`src/design/rlcm_pkg.sv`:
```
package rlcm_pkg;

  // Width of one signed list element on the input port.
  localparam int unsigned ValueBits = 32;

  // Width of the running multiple and of the result.
  localparam int unsigned LcmWidth = 31;

  // Largest representable multiple; larger values saturate here.
  localparam logic [LcmWidth-1:0] LcmLimit = '1;

  // The divider retires one quotient bit per cycle.
  localparam int unsigned DivSteps   = LcmWidth;
  localparam int unsigned DivCntBits = $clog2(DivSteps);

  // Full product of a quotient and the smaller operand.
  localparam int unsigned ProdWidth = 2 * LcmWidth;

  // Request to the shared divider.
  typedef struct packed {
    logic                start;
    logic [LcmWidth-1:0] dividend;
    logic [LcmWidth-1:0] divisor;
  } div_req_t;

  // Response from the shared divider; the results are valid with done.
  typedef struct packed {
    logic                done;
    logic [LcmWidth-1:0] quotient;
    logic [LcmWidth-1:0] remainder;
  } div_rsp_t;

endpackage

```
`src/design/rlcm_div.sv`:
```
module rlcm_div (
  input  logic              clk_i,
  input  logic              rst_ni,
  input  rlcm_pkg::div_req_t req_i,
  output rlcm_pkg::div_rsp_t rsp_o
);
  import rlcm_pkg::*;

  logic                  busy_q, busy_d;
  logic                  done_q, done_d;
  logic [DivCntBits-1:0] cnt_q, cnt_d;
  logic [LcmWidth-1:0]   rem_q, rem_d;
  logic [LcmWidth-1:0]   quo_q, quo_d;
  logic [LcmWidth-1:0]   dvs_q, dvs_d;

  logic [LcmWidth:0]     shifted;
  logic [LcmWidth:0]     dvs_ext;
  logic                  fits;

  // One restoring step: shift in the next dividend bit and try a subtraction.
  assign shifted = {rem_q, quo_q[LcmWidth-1]};
  assign dvs_ext = {1'b0, dvs_q};
  assign fits    = (shifted >= dvs_ext);

  always_comb begin
    busy_d = busy_q;
    done_d = 1'b0;
    cnt_d  = cnt_q;
    rem_d  = rem_q;
    quo_d  = quo_q;
    dvs_d  = dvs_q;
    if (req_i.start) begin
      busy_d = 1'b1;
      cnt_d  = DivCntBits'(DivSteps - 1);
      rem_d  = '0;
      quo_d  = req_i.dividend;
      dvs_d  = req_i.divisor;
    end else if (busy_q) begin
      rem_d = fits ? LcmWidth'(shifted - dvs_ext) : shifted[LcmWidth-1:0];
      quo_d = {quo_q[LcmWidth-2:0], fits};
      if (cnt_q == '0) begin
        busy_d = 1'b0;
        done_d = 1'b1;
      end else begin
        cnt_d = cnt_q - 1'b1;
      end
    end
  end

  // Control flops are reset; the datapath registers are loaded on start.
  always_ff @(posedge clk_i or negedge rst_ni) begin
    if (!rst_ni) begin
      busy_q <= 1'b0;
      done_q <= 1'b0;
      cnt_q  <= '0;
    end else begin
      busy_q <= busy_d;
      done_q <= done_d;
      cnt_q  <= cnt_d;
    end
  end

  always_ff @(posedge clk_i) begin
    rem_q <= rem_d;
    quo_q <= quo_d;
    dvs_q <= dvs_d;
  end

  assign rsp_o.done      = done_q;
  assign rsp_o.quotient  = quo_q;
  assign rsp_o.remainder = rem_q;

endmodule

```
`src/design/running_lcm_of_list.sv`:
```
// Running least common multiple of a list of signed integers.
// Input channel: in_valid_i/in_ready_o carry one list element (value_i) and a
// flag (last_i) that marks the final element of the list. Only the absolute
// value of an element is used; a magnitude above 2^31-1 saturates.
// Output channel: out_valid_o/out_ready_i carry one item per list, holding the
// least common multiple (lcm_result_o) and a sticky overflow flag (overflow_o).
// No item is produced for elements that are not marked last.
// The first element of a list, or an element that meets a zero, is settled in
// the idle state. Any other element runs Euclid's algorithm on a shared
// bit-serial divider: one division for each remainder step and one for the
// final quotient, then a multiply step and a saturation step. in_ready_o is
// low while an element runs. The result sits in an output register; the block
// takes new elements while it waits, and only stalls a later list end until
// the receiver takes the result.
// Reset clears the running multiple, the overflow flag and the output valid.
module running_lcm_of_list (
  input  logic                                clk_i,
  input  logic                                rst_ni,
  input  logic                                in_valid_i,
  output logic                                in_ready_o,
  input  logic signed [rlcm_pkg::ValueBits-1:0] value_i,
  input  logic                                last_i,
  output logic                                out_valid_o,
  input  logic                                out_ready_i,
  output logic [rlcm_pkg::LcmWidth-1:0]       lcm_result_o,
  output logic                                overflow_o
);
  import rlcm_pkg::*;

  typedef enum logic [2:0] {
    ST_IDLE,
    ST_GCD,
    ST_QUOT,
    ST_MUL,
    ST_SAT,
    ST_EMIT
  } state_e;

  state_e              state_q;
  logic                started_q;
  logic                ovf_q;
  logic                last_q;
  logic [LcmWidth-1:0] run_q;
  logic [LcmWidth-1:0] hi_q;
  logic [LcmWidth-1:0] lo_q;
  logic [LcmWidth-1:0] b_q;
  logic [LcmWidth-1:0] quo_q;
  logic [ProdWidth-1:0] prod_q;
  div_req_t            req_q;
  div_rsp_t            rsp;
  logic                out_valid_q;
  logic [LcmWidth-1:0] out_lcm_q;
  logic                out_ovf_q;

  logic [ValueBits-1:0] mag_full;
  logic [63:0]          mag_wide;
  logic                 mag_ovf;
  logic [LcmWidth-1:0]  mag;
  logic                 accept;
  logic                 a_bigger;
  logic [LcmWidth-1:0]  hi_c;
  logic [LcmWidth-1:0]  lo_c;
  logic                 out_free;
  logic                 div_start_d;
  logic                 out_valid_d;

  // Magnitude of the element, saturated to the result range.
  assign mag_full = value_i[ValueBits-1] ? (~value_i + 1'b1) : value_i;
  assign mag_wide = 64'(mag_full);
  assign mag_ovf  = (mag_wide > 64'(LcmLimit));
  assign mag      = mag_ovf ? LcmLimit : mag_wide[LcmWidth-1:0];

  // Order the running multiple and the new magnitude.
  assign a_bigger = (run_q > mag);
  assign hi_c     = a_bigger ? run_q : mag;
  assign lo_c     = a_bigger ? mag : run_q;

  assign in_ready_o = (state_q == ST_IDLE);
  assign accept     = in_valid_i && in_ready_o;
  assign out_free   = !out_valid_q || out_ready_i;

  // A division starts for a new pair of non-zero operands and after every
  // finished division while the Euclid loop runs.
  assign div_start_d = (accept && started_q && (lo_c != '0)) ||
                       ((state_q == ST_GCD) && rsp.done);

  // The output item is loaded from the emit state and held until taken.
  assign out_valid_d = ((state_q == ST_EMIT) && out_free) ||
                       (out_valid_q && !out_ready_i);

  rlcm_div u_div (
    .clk_i  (clk_i),
    .rst_ni (rst_ni),
    .req_i  (req_q),
    .rsp_o  (rsp)
  );

  // Sequencer: Euclid loop on the divider, then quotient, multiply, saturate.
  always_ff @(posedge clk_i or negedge rst_ni) begin
    if (!rst_ni) begin
      state_q      <= ST_IDLE;
      started_q    <= 1'b0;
      ovf_q        <= 1'b0;
      last_q       <= 1'b0;
      run_q        <= '0;
      req_q        <= '0;
      out_valid_q  <= 1'b0;
      out_lcm_q    <= '0;
      out_ovf_q    <= 1'b0;
      hi_q         <= '0;
      lo_q         <= '0;
      b_q          <= '0;
      quo_q        <= '0;
      prod_q       <= '0;
    end else begin
      req_q.start <= div_start_d;
      out_valid_q <= out_valid_d;
      case (state_q)
        ST_IDLE: begin
          if (accept) begin
            last_q <= last_i;
            if (mag_ovf) begin
              ovf_q <= 1'b1;
            end
            if (!started_q) begin
              run_q     <= mag;
              started_q <= 1'b1;
              state_q   <= last_i ? ST_EMIT : ST_IDLE;
            end else if (lo_c == '0) begin
              run_q   <= '0;
              state_q <= last_i ? ST_EMIT : ST_IDLE;
            end else begin
              hi_q           <= hi_c;
              lo_q           <= lo_c;
              b_q            <= lo_c;
              req_q.dividend <= hi_c;
              req_q.divisor  <= lo_c;
              state_q        <= ST_GCD;
            end
          end
        end
        ST_GCD: begin
          if (rsp.done) begin
            if (rsp.remainder == '0) begin
              // b_q is the greatest common divisor: divide the larger operand.
              req_q.dividend <= hi_q;
              req_q.divisor  <= b_q;
              state_q        <= ST_QUOT;
            end else begin
              req_q.dividend <= b_q;
              req_q.divisor  <= rsp.remainder;
              b_q            <= rsp.remainder;
            end
          end
        end
        ST_QUOT: begin
          if (rsp.done) begin
            quo_q   <= rsp.quotient;
            state_q <= ST_MUL;
          end
        end
        ST_MUL: begin
          prod_q  <= ProdWidth'(quo_q) * ProdWidth'(lo_q);
          state_q <= ST_SAT;
        end
        ST_SAT: begin
          if (prod_q[ProdWidth-1:LcmWidth] != '0) begin
            run_q <= LcmLimit;
            ovf_q <= 1'b1;
          end else begin
            run_q <= prod_q[LcmWidth-1:0];
          end
          state_q <= last_q ? ST_EMIT : ST_IDLE;
        end
        ST_EMIT: begin
          // Hand the result to the output register and open a new list.
          if (out_free) begin
            out_lcm_q   <= run_q;
            out_ovf_q   <= ovf_q;
            run_q       <= '0;
            started_q   <= 1'b0;
            ovf_q       <= 1'b0;
            state_q     <= ST_IDLE;
          end
        end
        default: begin
          state_q <= ST_IDLE;
        end
      endcase
    end
  end

  assign out_valid_o  = out_valid_q;
  assign lcm_result_o = out_lcm_q;
  assign overflow_o   = out_ovf_q;

endmodule

```
`config.mk`:
```
export PLATFORM = sky130hd
export DESIGN_NAME = running_lcm_of_list
export DESIGN_NICKNAME = d
export VERILOG_FILES = /design/src/design/rlcm_pkg.sv /design/src/design/rlcm_div.sv /design/src/design/running_lcm_of_list.sv
export SDC_FILE = /design/constraint.sdc
export NUM_CORES = 2
export LEC_CHECK = 0
export BUFFER_PORTS_ARGS = -buffer_cell sky130_fd_sc_hd__buf_2
export CAP_MARGIN = 20
export CORE_ASPECT_RATIO = 0.6
export CORE_UTILIZATION = 23
export DETAILED_ROUTE_END_ITERATION = 16
export HOLD_SLACK_MARGIN = 0.15
export PLACE_DENSITY_LB_ADDON = 0.15
export RECOVER_POWER = 50
export SLEW_MARGIN = 25
export SYNTH_ARGS = -nofsm -noshare
export SYNTH_HDL_FRONTEND = slang
export SYNTH_SLANG_ARGS = --single-unit
```
`constraint.sdc`:
```
create_clock -name clk_i -period 24.2 [get_ports clk_i]
set_clock_uncertainty 0.05 [all_clocks]
set_input_delay 2.42 -clock clk_i [delete_from_list [all_inputs] [get_ports clk_i]]
set_output_delay 2.42 -clock clk_i [all_outputs]
set_load 0.05 [all_outputs]
```
==> flow_metrics.py <==
metrics = {
    "status": {
        "status": "finished with violations",
        "violations": "max-capacitance violations, max-slew violations",
    },
    "place": {
        "portBuffers": 70,
        "dpl_cell_area_mm2": 0.0559,
        "dp_hpwl_um": 152000,
        "place_congestion": 0.837,
    },
    "grt": {
        "grt.total_usage_pct": 17.3,
        "antenna_found_initial": 20,
        "overflow": 0,
        "grt_start_max_net_pins": 86,
        "grt_first_pass_wirelength_um": 288000,
        "grt_pass1_vias": 39400,
    },
    "sta": {
        "finalHoldViolCount": 0,
        "finalCriticalPeriod_ns": 12.86,
        "fin_tns_setup_ns": 0,
        "period_share_pct": 53.1,
        "rsz0062_at_grt": "no",
        "drv_slew": 438,
        "slew_headroom_pct": -271,
        "finalSetupViolCount": 0,
        "fmax_ghz": 0.0778,
        "tightestPinTransition_ns": 5.57,
        "worst_hold_slack_ns": 0.395,
    },
    "power_and_ir_drop": {
        "comb_power_share_pct": 46.5,
        "powerDensity_mw_per_mm2": 67.9,
        "sw_frac_of_total_pct": 47.9,
        "intPower_mw": 2.04,
        "p_sw_mw": 1.87,
        "power_frac_seq_pct": 32.5,
        "vdd_drop_max_uv": 87.5,
        "power.share.clock_pct": 21.0,
        "power_leakage_nw": 27.3,
    },
    "synthesis": {
        "syn_area_per_cell_um2": 9.30,
        "syn-cell-area_mm2": 0.0523,
        "synth_top_flop_cell": "dfrtp_1",
        "synthTopCellsByArea": "fa_1 (32%), dfrtp_1 (16%), ha_1 (7.5%)",
        "yosysTopAreaCell": "fa_1",
        "async_flop_share_pct": 77.8,
        "synth.distinct_cells": 81,
        "ys_ff_latch": 419,
        "synth_top_area_share_pct": 32.1,
        "synth-edff-count": 62,
        "synth_warnings": 0,
        "synth_fp_nets": 6816,
        "syn_inst": 5627,
        "yosysSeqAreaShare_pct": 20.3,
    },
    "final_layout": {
        "drive_gt1_share_pct": 7.41,
        "fillCellCount": 24300,
        "nets": 6692,
        "area_growth_pct": 10.0,
        "post-route-util_pct": 25.5,
        "fin_area_mm2": 0.0575,
    },
    "clock_tree": {
        "htree_num_levels": 2,
        "hold_buffers": 0,
        "clock-root-buffer": "clkbuf_16",
        "postCtsSetupRepairBufs": 0,
        "cts_tree": "done",
        "cts.sink_count": 419,
        "cts_buffers": 48,
        "path_clk_slew_ns": 0.06,
        "cts_resized": 0,
        "clk_latency_ns": 0.66,
        "ctsLongestPathBuffers": 3,
    },
    "setup_path": {
        "critPathLaunchType": "input port",
        "crit_fanout": 85,
        "reg2reg_slack_ns": 13.98,
        "worstSetupPathType": "in -> async",
        "cp_data_required_time_ns": 23.29,
        "arrival_ns": 11.95,
        "crit_path_end_kind": "async pin",
    },
    "route": {
        "dr_total_vias": 38600,
        "wl_per_cell_um": 22.8,
        "wl_um": 196000,
        "via_per_inst": 4.51,
        "drtIter0Drc": 3117,
        "drc": 0,
        "ant_nets": 0,
        "drt_pre_antenna_iters": 5,
    },
    "floorplanning": {
        "die-area_mm2": 0.229,
        "core_area_mm2": 0.226,
        "ios": 71,
        "initial_core_util_pct": 23.2,
        "die_x_um": 618,
        "dieHeight_um": 371,
        "num_rows": 135,
    },
    "job": {
        "maxCapViolations": 9,
    },
    "hold_path": {
        "hold_class": "reg -> reg",
    },
}
==> routing by layer <==
metal / track usage [%] / up-vias / share of wire (%)
met5: 0.744 / - / 0.14
met4: 2.21 / 6 / 1.1
met3: 3.03 / 108 / 6.7
met2: 20.9 / 1076 / 35
met1: 30.2 / 20000 / 57
li1: - / 17500 / -
==> cell usage in the layout (no fill, tap or decap), types with 10 or more instances in the layout <==
cell / synthesis / final
a31oi_1: 46 / 44
fa_1: 838 / 838
clkbuf_1: 289 / 58
or3_1: 19 / 18
o31ai_1: 14 / 14
mux2_2: 147 / 143
nor3_1: 35 / 33
dfxtp_1: 31 / 31
dfrtp_2: 0 / 10
and3_1: 13 / 13
mux2i_1: 66 / 63
or2_2: 12 / 12
buf_2: 33 / 36
nor4_1: 39 / 39
edfxtp_1: 62 / 62
buf_4: 1 / 82
o21ai_0: 233 / 232
ha_1: 314 / 314
nor2_1: 262 / 261
xor2_1: 45 / 45
o21bai_1: 16 / 16
nand2_1: 842 / 841
a21oi_1: 226 / 226
clkbuf_16: 0 / 49
nor2b_1: 12 / 12
nand2b_1: 16 / 16
nand4_1: 24 / 24
o21a_1: 27 / 27
and2_1: 417 / 415
a211oi_1: 33 / 33
dfrtp_1: 326 / 315
xnor2_1: 67 / 67
nand3_1: 35 / 35
a21o_1: 56 / 56
inv_1: 869 / 870
o211ai_1: 13 / 13
mux2_4: 22 / 22
==> per-stage QoR <==
step | total power [mW] | cells | setup WS (ns)
finish | 3.91 | 8566 | 11.34
global route | 4.15 | 8558 | 9.24
CTS | 3.94 | 8557 | 14.47
detailed placement | 3.10 | 8467 | 13.87
global placement | 3.10 | 8466 | 13.96
floorplan | 2.30 | 5627 | 16.21
==> kinds of logic (layout without fill, tap and decap cells) <==
kind of cell | Yosys count | after routing | synth area share (%)
DFF | 419 | 419 | 20.3
buffers and inverters | 1206 | 1122 | 8.84
other | 0 | 9 | 0
AOI/OAI and AO/OA | 745 | 745 | 8.60
adders and majority gates | 1152 | 1152 | 39.6
and+or+nand+nor | 1758 | 1758 | 15.7
xor gates and xnor gates | 112 | 112 | 1.87
muxes | 235 | 235 | 5.06
==> worst max-delay path, cell delays in order <==
cell,delay (ns)
clkbuf_1,3.74
clkbuf_1,2.51
clkbuf_1,3.08
==> worst paths after layout <==
check	start	depth (start not counted)	endpoint
max	rst_ni	3	quo_q[15]
min	req_q[1]	0	u_div.dvs_q[1]
max reg2reg	quo_q[2]	26	prod_q[57]
min reg2reg	req_q[1]	0	u_div.dvs_q[1]
max in group clk_i	quo_q[2]	26	prod_q[57]
min in group asynchronous	rst_ni	1	prod_q[54]
==> cell usage after synthesis, types with 13 or more instances <==
library cell	n
clkbuf_1	289
xnor2_1	67
or3_1	19
a31oi_1	46
o21ai_0	233
nand4_1	24
dfrtp_1	326
mux2i_1	66
mux2_2	147
o21a_1	27
o211ai_1	13
and2_1	417
nor2_1	262
buf_2	33
nor4_1	39
inv_1	869
a21oi_1	226
nand3_1	35
o21bai_1	16
nor3_1	35
fa_1	838
ha_1	314
a211oi_1	33
mux2_4	22
xor2_1	45
edfxtp_1	62
nand2_1	842
dfxtp_1	31
a21o_1	56
o31ai_1	14
nand2b_1	16
and3_1	13
==> cell type report <==
class	count	area (um2)	share of cell area (%)
multi-input cells	4002	37200	64.6
flip-flops and latches	419	10700	18.5
well taps	3014	3770	6.55
inverters	872	3270	5.69
clock buffers	72	1380	2.40
repair buffers	160	953	1.66
clock inverters	18	333	0.578
diodes	9	22.5	0.0391
==> power by group through the flow <==
stage | registers (mW) | clock network (mW) | logic, mW
3_3_place_gp | 1.28 | 0 | 1.82
5_1_grt | 1.30 | 0.874 | 1.97
3_5_place_dp | 1.28 | 0 | 1.82
4_1_cts | 1.27 | 0.847 | 1.83
6_report | 1.27 | 0.820 | 1.82
2_1_floorplan | 1.19 | 0 | 1.11
==> sequential cells by signal, summed over array words and instances (netlist names), 31 cells and up <==
signal and cells:
u_div.rem_q 31, quo_q 31, b_q 31, req_q 63
run_q 31, u_div.quo_q 31, lo_q 31, hi_q 31
lcm_result_o 31, u_div.dvs_q 31, prod_q 62
Power figures use the tool's default switching activity.
